### src/hdl/ddim_pkg.sv
`default_nettype none
package ddim_pkg;

  // defaults for the top level parameters
  localparam int NUM_REGS_DEF      = 64;
  localparam int MAX_BLOCK_LEN_DEF = 1024;

  // fixed field widths
  localparam int REG_MASK_W = 64;
  localparam int NUM_FLAGS  = 5;
  localparam int CNT_OUT_W  = 11;
  localparam int CP_OUT_W   = 11;
  localparam int ILP_OUT_W  = 20;
  localparam int WGT_OUT_W  = 30;
  localparam int TOTAL_W    = 64;

  // ilp scaling
  localparam int MILLI   = 1000;
  localparam int MILLI_W = 10;

  // register levels are reduced in groups of this size
  localparam int GROUP_SIZE = 8;

  // depth of the queue between front and core
  localparam int QUEUE_DEPTH = 2;

  // one classified instruction word
  typedef struct packed {
    logic [REG_MASK_W-1:0] read_mask;
    logic [REG_MASK_W-1:0] write_mask;
    logic                  mem_read;
    logic                  mem_write;
    logic [NUM_FLAGS-1:0]  flags_rd;
    logic [NUM_FLAGS-1:0]  flags_wr;
    logic                  last;
  } instr_t;

endpackage
`default_nettype wire

### src/hdl/ddim_front.sv
`default_nettype none
module ddim_front (
  input  wire logic                                clk,
  input  wire logic                                rst_n,
  input  wire logic                                push,
  input  wire logic [ddim_pkg::REG_MASK_W-1:0]     src_mask,
  input  wire logic [ddim_pkg::REG_MASK_W-1:0]     dst_mask,
  input  wire logic                                touches_mem,
  input  wire logic                                writes_mem,
  input  wire logic [ddim_pkg::NUM_FLAGS-1:0]      flags_rd,
  input  wire logic [ddim_pkg::NUM_FLAGS-1:0]      flags_wr,
  input  wire logic                                last,
  output logic                                     full,
  output ddim_pkg::instr_t                         head,
  output logic                                     head_valid,
  input  wire logic                                pop
);

  localparam int QD = ddim_pkg::QUEUE_DEPTH;
  localparam int PW = (QD > 1) ? $clog2(QD) : 1;
  localparam int CW = $clog2(QD + 1);

  ddim_pkg::instr_t q_r [QD];
  logic [PW-1:0]    wp_r;
  logic [PW-1:0]    rp_r;
  logic [CW-1:0]    cnt_r;
  ddim_pkg::instr_t word_in;

  // classify: written registers count as read, a memory write touches memory
  always_comb begin
    word_in.read_mask  = src_mask | dst_mask;
    word_in.write_mask = dst_mask;
    word_in.mem_read   = touches_mem | writes_mem;
    word_in.mem_write  = writes_mem;
    word_in.flags_rd   = flags_rd;
    word_in.flags_wr   = flags_wr;
    word_in.last       = last;
  end

  assign full       = (cnt_r == CW'(QD));
  assign head_valid = (cnt_r != '0);
  assign head       = q_r[rp_r];

  // queue storage
  always_ff @(posedge clk) begin
    if (push) begin
      q_r[wp_r] <= word_in;
    end
  end

  // queue pointers and fill
  always_ff @(posedge clk) begin
    if (!rst_n) begin
      wp_r  <= '0;
      rp_r  <= '0;
      cnt_r <= '0;
    end else begin
      if (push) begin
        wp_r <= (wp_r == PW'(QD - 1)) ? '0 : wp_r + PW'(1);
      end
      if (pop) begin
        rp_r <= (rp_r == PW'(QD - 1)) ? '0 : rp_r + PW'(1);
      end
      if (push && !pop) begin
        cnt_r <= cnt_r + CW'(1);
      end else if (!push && pop) begin
        cnt_r <= cnt_r - CW'(1);
      end
    end
  end

endmodule
`default_nettype wire

### src/hdl/ddim_core.sv
`default_nettype none
module ddim_core #(
  parameter int NUM_REGS      = ddim_pkg::NUM_REGS_DEF,
  parameter int MAX_BLOCK_LEN = ddim_pkg::MAX_BLOCK_LEN_DEF
) (
  input  wire logic                                  clk,
  input  wire logic                                  rst_n,
  input  wire ddim_pkg::instr_t                      head,
  input  wire logic                                  head_valid,
  output logic                                       pop,
  input  wire logic                                  fin_busy,
  output logic                                       blk_go,
  output logic [$clog2(MAX_BLOCK_LEN+1)-1:0]         blk_count,
  output logic [$clog2(MAX_BLOCK_LEN+1)-1:0]         blk_max,
  output logic                                       blk_ovf
);

  localparam int CW = $clog2(MAX_BLOCK_LEN + 1);
  localparam int GS = ddim_pkg::GROUP_SIZE;
  localparam int NG = (NUM_REGS + GS - 1) / GS;
  localparam int NF = ddim_pkg::NUM_FLAGS;

  localparam logic PH_LOOK   = 1'b0;
  localparam logic PH_COMMIT = 1'b1;

  logic                phase_r;
  logic [CW-1:0]       reg_level_r  [NUM_REGS];
  logic [CW-1:0]       mem_level_r;
  logic [CW-1:0]       flag_level_r [NF];
  logic [CW-1:0]       max_level_r;
  logic [CW-1:0]       block_count_r;
  logic                block_ovf_r;

  logic [CW-1:0]       grp_max_r    [NG];
  logic [CW-1:0]       grp_max_nxt  [NG];
  logic [CW-1:0]       side_max_r;
  logic [CW-1:0]       side_max_nxt;
  logic [NUM_REGS-1:0] dst_r;
  logic                wmem_r;
  logic [NF-1:0]       fw_r;
  logic                last_r;

  logic [CW-1:0]       lvl_pad [NG*GS];
  logic [NG*GS-1:0]    rd_pad;
  logic [CW-1:0]       ic;
  logic [CW:0]         ic_inc;
  logic [CW-1:0]       nl;
  logic                cnt_full;
  logic                commit;

  // pad the register file out to whole groups
  for (genvar k = 0; k < NG*GS; k++) begin : g_pad
    if (k < NUM_REGS) begin : g_live
      assign lvl_pad[k] = reg_level_r[k];
      assign rd_pad[k]  = head.read_mask[k];
    end else begin : g_zero
      assign lvl_pad[k] = '0;
      assign rd_pad[k]  = 1'b0;
    end
  end

  // first half: per-group maxima of the levels touched
  always_comb begin
    logic [CW-1:0] m;
    for (int g = 0; g < NG; g++) begin
      m = '0;
      for (int j = 0; j < GS; j++) begin
        if (rd_pad[g*GS+j] && (lvl_pad[g*GS+j] > m)) begin
          m = lvl_pad[g*GS+j];
        end
      end
      grp_max_nxt[g] = m;
    end
  end

  // first half: memory token and flags
  always_comb begin
    side_max_nxt = head.mem_read ? mem_level_r : '0;
    for (int f = 0; f < NF; f++) begin
      if (head.flags_rd[f] && (flag_level_r[f] > side_max_nxt)) begin
        side_max_nxt = flag_level_r[f];
      end
    end
  end

  // second half: issue level and the level written back
  always_comb begin
    ic = side_max_r;
    for (int g = 0; g < NG; g++) begin
      if (grp_max_r[g] > ic) begin
        ic = grp_max_r[g];
      end
    end
    ic_inc = {1'b0, ic} + (CW+1)'(1);
    nl     = (ic_inc > (CW+1)'(MAX_BLOCK_LEN)) ? CW'(MAX_BLOCK_LEN) : ic_inc[CW-1:0];
  end

  assign cnt_full  = (block_count_r >= CW'(MAX_BLOCK_LEN));
  assign pop       = (phase_r == PH_LOOK) && head_valid;
  assign commit    = (phase_r == PH_COMMIT) && (!last_r || !fin_busy);
  assign blk_go    = commit && last_r;
  assign blk_count = cnt_full ? block_count_r : block_count_r + CW'(1);
  assign blk_max   = (ic > max_level_r) ? ic : max_level_r;
  assign blk_ovf   = block_ovf_r | cnt_full;

  // captured word for the second half
  always_ff @(posedge clk) begin
    if (pop) begin
      grp_max_r  <= grp_max_nxt;
      side_max_r <= side_max_nxt;
      dst_r      <= head.write_mask[NUM_REGS-1:0];
      wmem_r     <= head.mem_write;
      fw_r       <= head.flags_wr;
      last_r     <= head.last;
    end
  end

  // level tracking, cleared at the end of every block
  always_ff @(posedge clk) begin
    if (!rst_n) begin
      phase_r       <= PH_LOOK;
      mem_level_r   <= '0;
      max_level_r   <= '0;
      block_count_r <= '0;
      block_ovf_r   <= 1'b0;
      for (int k = 0; k < NUM_REGS; k++) begin
        reg_level_r[k] <= '0;
      end
      for (int f = 0; f < NF; f++) begin
        flag_level_r[f] <= '0;
      end
    end else begin
      case (phase_r)
        PH_LOOK: begin
          if (head_valid) begin
            phase_r <= PH_COMMIT;
          end
        end
        PH_COMMIT: begin
          if (commit) begin
            phase_r <= PH_LOOK;
            if (last_r) begin
              mem_level_r   <= '0;
              max_level_r   <= '0;
              block_count_r <= '0;
              block_ovf_r   <= 1'b0;
              for (int k = 0; k < NUM_REGS; k++) begin
                reg_level_r[k] <= '0;
              end
              for (int f = 0; f < NF; f++) begin
                flag_level_r[f] <= '0;
              end
            end else begin
              max_level_r   <= blk_max;
              block_count_r <= blk_count;
              block_ovf_r   <= blk_ovf;
              if (wmem_r) begin
                mem_level_r <= nl;
              end
              for (int k = 0; k < NUM_REGS; k++) begin
                if (dst_r[k]) begin
                  reg_level_r[k] <= nl;
                end
              end
              for (int f = 0; f < NF; f++) begin
                if (fw_r[f]) begin
                  flag_level_r[f] <= nl;
                end
              end
            end
          end
        end
        default: begin
          phase_r <= PH_LOOK;
        end
      endcase
    end
  end

endmodule
`default_nettype wire

### src/hdl/ddim_finish.sv
`default_nettype none
module ddim_finish #(
  parameter int MAX_BLOCK_LEN = ddim_pkg::MAX_BLOCK_LEN_DEF
) (
  input  wire logic                                  clk,
  input  wire logic                                  rst_n,
  input  wire logic                                  go,
  input  wire logic [$clog2(MAX_BLOCK_LEN+1)-1:0]    blk_count,
  input  wire logic [$clog2(MAX_BLOCK_LEN+1)-1:0]    blk_max,
  input  wire logic                                  blk_ovf,
  output logic                                       busy,
  output logic                                       res_valid,
  output logic [ddim_pkg::CNT_OUT_W-1:0]             res_count,
  output logic [ddim_pkg::CP_OUT_W-1:0]              res_cp,
  output logic [ddim_pkg::ILP_OUT_W-1:0]             res_ilp,
  output logic [ddim_pkg::WGT_OUT_W-1:0]             res_wgt,
  output logic [ddim_pkg::TOTAL_W-1:0]               res_total_ins,
  output logic [ddim_pkg::TOTAL_W-1:0]               res_total_wgt,
  output logic                                       res_ovf
);

  localparam int CW = $clog2(MAX_BLOCK_LEN + 1);
  localparam int NW = CW + ddim_pkg::MILLI_W;
  localparam int WW = NW + CW;
  localparam int IW = $clog2(NW);
  localparam int TW = ddim_pkg::TOTAL_W;

  localparam logic [2:0] FS_IDLE = 3'd0;
  localparam logic [2:0] FS_PREP = 3'd1;
  localparam logic [2:0] FS_DIV  = 3'd2;
  localparam logic [2:0] FS_MUL  = 3'd3;
  localparam logic [2:0] FS_SUM  = 3'd4;

  logic [2:0]    st_r;
  logic [CW-1:0] cnt_r;
  logic [CW-1:0] max_r;
  logic          ovf_r;
  logic [CW-1:0] cp_r;
  logic [NW-1:0] num_r;
  logic [CW:0]   rem_r;
  logic [IW-1:0] it_r;
  logic [WW-1:0] wgt_r;
  logic [TW-1:0] sum_ins_r;
  logic [TW-1:0] sum_wgt_r;
  logic          valid_r;

  logic [CW:0]   mp1;
  logic [CW-1:0] cp_a;
  logic [CW-1:0] cp_b;
  logic [CW-1:0] cp_nxt;
  logic [CW:0]   rem_sh;
  logic          ge;

  // critical path: max level plus one, limited by the block length and count, at least one
  always_comb begin
    mp1    = {1'b0, max_r} + (CW+1)'(1);
    cp_a   = (mp1 > (CW+1)'(MAX_BLOCK_LEN)) ? CW'(MAX_BLOCK_LEN) : mp1[CW-1:0];
    cp_b   = (cp_a > cnt_r) ? cnt_r : cp_a;
    cp_nxt = (cp_b == '0) ? CW'(1) : cp_b;
  end

  // one restoring divide step per cycle, quotient shifts into num_r
  assign rem_sh = {rem_r[CW-1:0], num_r[NW-1]};
  assign ge     = (rem_sh >= {1'b0, cp_r});

  assign busy          = (st_r != FS_IDLE);
  assign res_valid     = valid_r;
  assign res_count     = ddim_pkg::CNT_OUT_W'(cnt_r);
  assign res_cp        = ddim_pkg::CP_OUT_W'(cp_r);
  assign res_ilp       = ddim_pkg::ILP_OUT_W'(num_r);
  assign res_wgt       = ddim_pkg::WGT_OUT_W'(wgt_r);
  assign res_total_ins = sum_ins_r;
  assign res_total_wgt = sum_wgt_r;
  assign res_ovf       = ovf_r;

  // datapath
  always_ff @(posedge clk) begin
    case (st_r)
      FS_IDLE: begin
        if (go) begin
          cnt_r <= blk_count;
          max_r <= blk_max;
          ovf_r <= blk_ovf;
        end
      end
      FS_PREP: begin
        cp_r  <= cp_nxt;
        num_r <= NW'(cnt_r) * NW'(ddim_pkg::MILLI);
        rem_r <= '0;
        it_r  <= IW'(NW - 1);
      end
      FS_DIV: begin
        rem_r <= ge ? rem_sh - {1'b0, cp_r} : rem_sh;
        num_r <= {num_r[NW-2:0], ge};
        it_r  <= it_r - IW'(1);
      end
      FS_MUL: begin
        wgt_r <= WW'(num_r) * WW'(cnt_r);
      end
      default: begin
      end
    endcase
  end

  // sequencer, running totals and result strobe
  always_ff @(posedge clk) begin
    if (!rst_n) begin
      st_r      <= FS_IDLE;
      sum_ins_r <= '0;
      sum_wgt_r <= '0;
      valid_r   <= 1'b0;
    end else begin
      valid_r <= (st_r == FS_SUM);
      case (st_r)
        FS_IDLE: begin
          if (go) begin
            st_r <= FS_PREP;
          end
        end
        FS_PREP: begin
          st_r <= FS_DIV;
        end
        FS_DIV: begin
          if (it_r == '0) begin
            st_r <= FS_MUL;
          end
        end
        FS_MUL: begin
          st_r <= FS_SUM;
        end
        FS_SUM: begin
          sum_ins_r <= sum_ins_r + TW'(cnt_r);
          sum_wgt_r <= sum_wgt_r + TW'(wgt_r);
          st_r      <= FS_IDLE;
        end
        default: begin
          st_r <= FS_IDLE;
        end
      endcase
    end
  end

endmodule
`default_nettype wire

### src/hdl/dataflow_depth_ilp_meter.sv
`default_nettype none
// Dataflow depth / ILP meter.
// Input: one decoded instruction word is taken at a rising edge with start
// high and busy low. The word carries the registers, memory token and flags
// the instruction reads and writes, and a mark for the last word of a block.
// Words go into a two-word queue; the core takes one word in two steps,
// the first reducing the touched levels in groups of eight, the second
// finishing the maximum and writing the new levels back. busy is high while
// the queue is full.
// Output: on the last word of a block one result word is shown with
// out_valid high for exactly one cycle. After the last word leaves the
// queue, the finisher prepares the operands, runs the one-bit-per-cycle
// divider for count * 1000 / critical path, then the weight multiply and
// the running sums, and registers the strobe. A following block's last
// word waits in the core until the finisher is idle again; earlier words
// of it flow on.
// The receiver cannot stall: each result is taken in its strobe cycle.
// Reset (rst_n low, synchronous) empties the queue, clears all levels and
// block counts and zeroes the running totals.
module dataflow_depth_ilp_meter #(
  parameter int NUM_REGS      = ddim_pkg::NUM_REGS_DEF,
  parameter int MAX_BLOCK_LEN = ddim_pkg::MAX_BLOCK_LEN_DEF
) (
  input  wire logic                                clk,
  input  wire logic                                rst_n,
  input  wire logic                                start,
  output logic                                     busy,
  input  wire logic [ddim_pkg::REG_MASK_W-1:0]     in_src_reg_mask,
  input  wire logic [ddim_pkg::REG_MASK_W-1:0]     in_dst_reg_mask,
  input  wire logic                                in_touches_memory,
  input  wire logic                                in_writes_memory,
  input  wire logic [ddim_pkg::NUM_FLAGS-1:0]      in_flags_read,
  input  wire logic [ddim_pkg::NUM_FLAGS-1:0]      in_flags_written,
  input  wire logic                                in_last_in_block,
  output logic                                     out_valid,
  output logic [ddim_pkg::CNT_OUT_W-1:0]           out_instr_count,
  output logic [ddim_pkg::CP_OUT_W-1:0]            out_critical_path,
  output logic [ddim_pkg::ILP_OUT_W-1:0]           out_ilp_milli,
  output logic [ddim_pkg::WGT_OUT_W-1:0]           out_weighted_ilp,
  output logic [ddim_pkg::TOTAL_W-1:0]             out_total_instructions,
  output logic [ddim_pkg::TOTAL_W-1:0]             out_total_weighted,
  output logic                                     out_overflowed
);

  localparam int CW = $clog2(MAX_BLOCK_LEN + 1);

  ddim_pkg::instr_t head;
  logic             head_valid;
  logic             pop;
  logic             push;
  logic             fin_busy;
  logic             blk_go;
  logic [CW-1:0]    blk_count;
  logic [CW-1:0]    blk_max;
  logic             blk_ovf;

  assign push = start && !busy;

  // front: accept and classify into the queue
  ddim_front u_front (
    .clk         (clk),
    .rst_n       (rst_n),
    .push        (push),
    .src_mask    (in_src_reg_mask),
    .dst_mask    (in_dst_reg_mask),
    .touches_mem (in_touches_memory),
    .writes_mem  (in_writes_memory),
    .flags_rd    (in_flags_read),
    .flags_wr    (in_flags_written),
    .last        (in_last_in_block),
    .full        (busy),
    .head        (head),
    .head_valid  (head_valid),
    .pop         (pop)
  );

  // core: per-block level tracking
  ddim_core #(
    .NUM_REGS      (NUM_REGS),
    .MAX_BLOCK_LEN (MAX_BLOCK_LEN)
  ) u_core (
    .clk        (clk),
    .rst_n      (rst_n),
    .head       (head),
    .head_valid (head_valid),
    .pop        (pop),
    .fin_busy   (fin_busy),
    .blk_go     (blk_go),
    .blk_count  (blk_count),
    .blk_max    (blk_max),
    .blk_ovf    (blk_ovf)
  );

  // block summary: divide, weight, totals
  ddim_finish #(
    .MAX_BLOCK_LEN (MAX_BLOCK_LEN)
  ) u_finish (
    .clk           (clk),
    .rst_n         (rst_n),
    .go            (blk_go),
    .blk_count     (blk_count),
    .blk_max       (blk_max),
    .blk_ovf       (blk_ovf),
    .busy          (fin_busy),
    .res_valid     (out_valid),
    .res_count     (out_instr_count),
    .res_cp        (out_critical_path),
    .res_ilp       (out_ilp_milli),
    .res_wgt       (out_weighted_ilp),
    .res_total_ins (out_total_instructions),
    .res_total_wgt (out_total_weighted),
    .res_ovf       (out_overflowed)
  );

  // a result strobe lasts one cycle
  a_strobe_pulse: assert property (@(posedge clk) disable iff (!rst_n)
    out_valid |=> !out_valid)
    else $error("result strobe held for more than one cycle");

  // a block summary is handed over only to an idle finisher
  a_handover_idle: assert property (@(posedge clk) disable iff (!rst_n)
    blk_go |-> !fin_busy)
    else $error("block summary handed to a busy finisher");

  // critical path is non-zero and never exceeds the count
  a_cp_range: assert property (@(posedge clk) disable iff (!rst_n)
    out_valid |-> (MAX_BLOCK_LEN > 2047) ||
      ((out_critical_path != '0) && (out_critical_path <= out_instr_count)))
    else $error("critical path out of range");

endmodule
`default_nettype wire

### config.mk
export PLATFORM = sky130hd
export DESIGN_NAME = dataflow_depth_ilp_meter
export DESIGN_NICKNAME = d
export VERILOG_FILES = /design/src/hdl/ddim_pkg.sv /design/src/hdl/ddim_front.sv /design/src/hdl/ddim_core.sv /design/src/hdl/ddim_finish.sv /design/src/hdl/dataflow_depth_ilp_meter.sv
export SDC_FILE = /design/constraint.sdc
export NUM_CORES = 2
export LEC_CHECK = 0
export CAP_MARGIN = 0
export CORE_MARGIN = 5
export CORE_UTILIZATION = 36
export CTS_CLUSTER_SIZE = 8
export DETAILED_ROUTE_END_ITERATION = 16
export DONT_BUFFER_PORTS = 1
export MAX_ROUTING_LAYER = met4
export SETUP_SLACK_MARGIN = 0.15
export SLEW_MARGIN = 20
export SYNTH_ARGS = -nofsm -noshare
export SYNTH_HDL_FRONTEND = slang
export SYNTH_HIERARCHICAL = 1
export SYNTH_SLANG_ARGS = --single-unit
### constraint.sdc
create_clock -name clk -period 21 [get_ports clk]
set_input_delay 4.2 -clock clk [delete_from_list [all_inputs] [get_ports clk]]
set_output_delay 4.2 -clock clk [all_outputs]
set_load 0.05 [all_outputs]
### Yosys cells after proc, flatten, opt, wreduce, memory -nomap -nowiden

Memory sizes are Yosys's and may differ from the RTL's. A register that Yosys moved wholly into a read port is not among the register bits.
Index checks and enable logic that the tools add are counted.
Widths: inputs -> output; s select.

* memories: 3
* word-level logic and storage cells: 1038
* register bits: 444
* RAM bits: 1041
* output and inout port bits: 203

* multiply operators: 2
* equality and inequality tests: 7
* bitwise operators: 142
* reduce and logical (&&, ||, !) cells: 93
* add/subtract/negate cells: 11
* muxes and demuxes: 664
* order comparisons: 83

Memories
* u_core.reg_level_r: words 64, bits a word 11, read ports 64, clocked after memory_dff 0, write ports 64, RTL line ddim_core.sv:27 `logic [CW-1:0] reg_level_r [NUM_REGS];`
* u_front.q_r: words 2, bits a word 141, read ports 1, clocked after memory_dff 1, write ports 1, RTL line ddim_front.sv:23 `ddim_pkg::instr_t q_r [QD];`
* u_core.flag_level_r: words 5, bits a word 11, read ports 5, clocked after memory_dff 0, write ports 5, RTL line ddim_core.sv:29 `logic [CW-1:0] flag_level_r [NF];`

Operator list (count)
* $mux 11: 226
* $gt 11x11->1: 71
* $mux 1: 429
* $or 1x1->1: 140
* $gt 11x1->1 const B: 8
* $logic_and 1x1->1: 75
* $add 64x11->64: 1
* $add 64x32->64: 1
* $or 64x64->64: 1
* $pmux 21 s2: 1
* $mul 21x11->32: 1
* $add 11x1->12 const B: 2
* $gt 12x11->1 const B: 2
* $pmux 11 s2: 1
* $mul 11x7->18 const B: 1
* $ge 12x11->1: 1
* $pmux 3 s4: 1
* $add 11x1->11 const B: 1
* $ge 11x11->1 const B: 1
* $logic_not 11->1: 1
* $sub 11x11->11: 1
* $pmux 5 s2: 1
* $reduce_bool 2->1: 4
* $eq 3x2->1 const B: 2
* 20 further kinds: 29

### Logic depth before layout (Yosys ltp)

An unclocked memory read counts as a cell.

* depth in word-level cells: 25
* mapped depth: 121
* mapped depth without buffers: 109

### Cells and area by module

Netlist, hierarchy kept.

By module, submodules not included
* ddim_core: area an instance 64828.4 um^2, cells an instance 6398, instances 1
* ddim_finish: area an instance 21818.4 um^2, cells an instance 2392, instances 1
* ddim_front: area an instance 11172.0 um^2, cells an instance 526, instances 1
* dataflow_depth_ilp_meter: area an instance 13.8 um^2, cells an instance 1, instances 1

### Worst setup path after synthesis

No wires, ideal clock.

* kind: register to register
* start point: reg u_core/grp_max_r[86] (netlist name)
* end point: mem u_core/flag_level_r[0][10] (netlist name), data pin
* path slack: 1541 ps
* stages on the path, launching flop included: 101
* required time: 20721 ps
* data arrival time: 19180 ps
* buffers on the path: 9
* path through: edfxtp_1 ha_1 nand4_1 a211oi_2 a2111oi_4 nor2_2 mux2_2 ha_1 nor2b_1 o21bai_1 a211o_1 o21a_1 and2_1 a21oi_1 a21boi_0 or2_2 ha_1 nor2b_1 [... 65 more ...] o21a_1 o21ai_0 a21oi_1 nand2_1 clkbuf_1 a21oi_1 inv_1 clkbuf_1 ha_1 o21ai_0 a21oi_1 nand2_1 nor4_1 mux2i_1 clkbuf_1 buf_1 clkbuf_1 nor2_1

RTL lines
* start: declaration: RTL line ddim_core.sv:34 `logic [CW-1:0] grp_max_r [NG];`
* start signal: assignment: RTL line ddim_core.sv:109 `grp_max_r <= grp_max_nxt;`
* end: declaration: RTL line ddim_core.sv:29

### Final worst setup path

* start point: reg u_core/grp_max_r[85] (netlist name)
* end point: reg u_core.max_level_r[6]

* longest elaborated chain between the ends: 19

Ends and longest elaborated chain
* $gt 11x11->1: RTL line ddim_core.sv:90 `if (grp_max_r[g] > ic) begin`
* $mux 11 (*): RTL line ddim_core.sv:90
* $gt 11x11->1: RTL line ddim_core.sv:90
* $mux 11 (*): RTL line ddim_core.sv:90
* $gt 11x11->1: RTL line ddim_core.sv:90
* $mux 11 (*): RTL line ddim_core.sv:90
* $gt 11x11->1: RTL line ddim_core.sv:90
* $mux 11 (*): RTL line ddim_core.sv:90
* [... 4 more ...]
* $gt 11x11->1: RTL line ddim_core.sv:90
* $mux 11 (*): RTL line ddim_core.sv:90
* $gt 11x11->1: RTL line ddim_core.sv:90
* $mux 11 (*): RTL line ddim_core.sv:90
* $gt 11x11->1: RTL line ddim_core.sv:103 `assign blk_max = (ic > max_level_r) ? ic : max_level_r;`
* $mux 11 (*): RTL line ddim_core.sv:103
* named net blk_max[6]: RTL line dataflow_depth_ilp_meter.sv:54 `logic [CW-1:0] blk_max;`
* $mux 11 (*): RTL line ddim_core.sv:142 `if (last_r) begin`
* end signal: assignment: RTL line ddim_core.sv:154 `max_level_r <= blk_max;`
* end: declaration: RTL line ddim_core.sv:30 `logic [CW-1:0] max_level_r;`

Mark *: on every way through the listed nets, which the timed path passes. The rest lies on a longest branch.
A chain may end at the register's enable or synchronous reset.

==> results.yml <==
job:
  maxCapViolCount: 0
sta:
  setup_viol: 0
  rsz0062_at_grt: "true"
  worst_pin_slew_ps: 1140
  skew_ps: 104
  hold_viol_final: 0
  finalSetupTns_ps: 0
  fmaxAchievable_mhz: 50.8
  post-route-min-period_ps: 19700
  maxSlewViolCount: 0
  finalCritPeriodShare: 0.938
  relSlewSlack: 0.241
critical_path:
  reg2regPathDepth: 102
  path_class: "reg -> reg"
  critPathMaxStageDelay_ps: 480
  cp_slowest_cell: "or3b_2"
  crit_required_ps: 21750
  crit_fanout: 19
  r2r_slack_ps: 1300
  crit_path_end_kind: "flip-flop"
  rr_endpoint: "u_core/max_level_r[6]"
  startpoint_type: "flip-flop"
  rr_startpoint: "u_core/grp_max_r[85]"
  critPathMostFrequentCell: "o21a_1"
  arrival_ps: 20450
final_layout:
  layout-drive-gt1-share: 0.127
  areaGrowthSynthToFinish_pct: 11.0
  final_nets: 10601
place:
  place.gp.congestion: 0.931
  dp_hpwl_mm: 202
  portBuffers: 0
routing:
  route.detailed.drc: 0
  vias: 69726
  ant_nets: 0
  drt-total-wl_mm: 279
  wire_per_inst_um: 21.5
  vias_per_cell: 5.38
  drt_iter0_markers: 4693
  dr.pass1.iters: 5
logic_synthesis:
  ys_seq_area_frac: 0.437
  async_flop_share: 0
  synth_edf_count: 1303
  synth_commonest_cells: "edfxtp_1, ha_1, inv_1"
  ys.flop_type: "edfxtp_1"
  syn-cell-area_mm2: 0.0978
  post-synth-top-count-cell: "edfxtp_1"
  postSynthNetCount: 10618
  yosys.area.top_type: "edfxtp_1"
  synth_top_area_share: 0.400
  ys_ff_latch: 1486
  yosys-top-cells-area: "edfxtp_1, ha_1, fa_1"
  synth.avg_cell_area_um2: 10.5
  yosys_warnings: 6
  synth_cell_types: 101
  synthesis.instances: 9317
hold_path:
  worstHoldStart: "u_core/reg_level_r[0][0]"
  hold_class: "reg -> reg"
  hold-path-cell-count: 2
  min_to: "u_core/reg_level_r[0][0]"
clock_tree:
  cts.sinks: 1486
  root_buffer: "clkbuf_16"
  cts_hold_buf: 0
  cts_tree: "built"
  clk_pin_slew_worst_paths_ps: 50
  clockBufferDepth: 4
  cts_made_buffers: 211
  clkLatencyLatePin_ps: 910
  htreeDepth: 4
die:
  die_w_um: 531
  dieArea_mm2: 0.282
  pin_count: 347
  core-area_mm2: 0.271
  num_rows: 191
  die_h_um: 531
  start_util: 0.361
grt:
  grt_pass1_wl_mm: 423
  met2_usage: 0.331
  grt_start_max_net_pins: 71
  busiest_layer: "met2"
  grt.met3_usage: 0.0311
  grt_use_total: 0.196
  grt_pass1_vias: 70835
  antenna_found_initial: 6
  grt_overflow_total: 0
  use_met1: 0.242
outcome:
  status: "complete, no violations"
==> layout by cell type, fill, tap and decap left out, types with 182 or more instances in the layout <==
master     netlist  final
edfxtp_1      1303   1303
a21oi_1        290    285
o21ai_0        352    339
o21a_1         304    304
clkbuf_16        0    213
fa_1           207    207
nor2b_1        237    233
buf_4           50    201
dfxtp_1        183    182
mux2_2         293    291
nand2_1        831    822
ha_1           950    950
inv_1          864    861
nor2_1         800    783
==> worst max path at each step <==
stage,start,endpoint,slack (ps),depth (start not counted)
after CTS,u_core/grp_max_r[86],u_core/max_level_r[6],210,103
after floorplan,u_core/grp_max_r[86],u_core/flag_level_r[0][10],1540,100
after detailed placement,u_core/grp_max_r[86],u_core/flag_level_r[0][11],100,92
final,u_core/grp_max_r[85],u_core/max_level_r[6],1300,102
after global placement,u_core/grp_max_r[86],u_core/flag_level_r[0][22],420,92
after global routing,u_core/grp_max_r[85],u_core/max_level_r[6],80,102
==> final cells by class <==
type | instances | area [um2]
diodes | 5 | 12.5
clock buffers | 292 | 5640
clock inverters | 14 | 198
fillers | 25915 | 162000
inverters | 864 | 3250
multi-input cells | 6505 | 50100
flip-flops and latches | 1486 | 42800
well taps | 3570 | 4470
repair buffers | 232 | 2120
==> flip-flops by register name, indices dropped and copies added (netlist names), 3 cells and up, named ones only <==
name	count
u_finish/st_r	3
u_finish/max_r	11
u_core/grp_max_r	88
u_finish/rem_r	11
u_finish/res_total_wgt	64
u_finish/res_cp	11
u_finish/num_r	21
u_core/side_max_r	11
u_core/mem_level_r	11
u_core/dst_r	64
u_core/max_level_r	11
u_finish/res_count	11
u_finish/wgt_r	32
u_core/flag_level_r	55
u_core/reg_level_r	704
u_finish/it_r	5
u_core/fw_r	5
u_core/block_count_r	11
u_front/q_r	282
u_finish/res_total_ins	64
==> logic make-up (layout without fill, tap and decap cells) <==
logic type,Yosys count,after routing,share of synthesized area
simple gates,2953,2953,0.150
mux,519,519,0.0615
other cells,0,5,0
compound gates,1716,1716,0.119
xor+xnor,158,158,0.0141
buf+inv,1326,1402,0.0546
fa+ha+maj,1159,1159,0.164
flops,1486,1486,0.437
==> through the flow <==
step | hold WS, ps | instance area [um2] | utilization | setup slack, ps | instances
4_1_cts | 445 | 108000 | 0.400 | 207 | 12949
3_5_place_dp | 431 | 102000 | 0.378 | 104 | 12643
3_3_place_gp | 426 | 102000 | 0.378 | 422 | 12643
6_report | 443 | 109000 | 0.401 | 1300 | 12968
2_1_floorplan | 411 | 97800 | - | 1540 | 9317
5_1_grt | 479 | 109000 | 0.401 | 80.6 | 12966
==> routing by layer <==
metal / vias up / share of wire
li1: 33111 / -
met4: 0 / 0.031
met2: 1855 / 0.48
met5: - / 0
met3: 472 / 0.058
met1: 34288 / 0.43
==> critical path: cells and delay by family (launching register included) <==
kind / cells / cell delay [ps]
AOI/OAI and AO/OA: 51 / 8900
and+or+nand+nor: 35 / 6180
adders and majority gates: 9 / 2740
muxes: 3 / 780
buffers and inverters: 4 / 570
DFF: 1 / 410
==> what timing repair did <==
item | in CTS | in global routing
pin swaps | 0 | 6
setup endpoints to repair | 6 | 873
buffers inserted | 0 | 14
gates resized for setup | 2 | 71
Power is not shown: default switching activity piles up to over one toggle a cycle in this logic, so the estimate is an artifact.
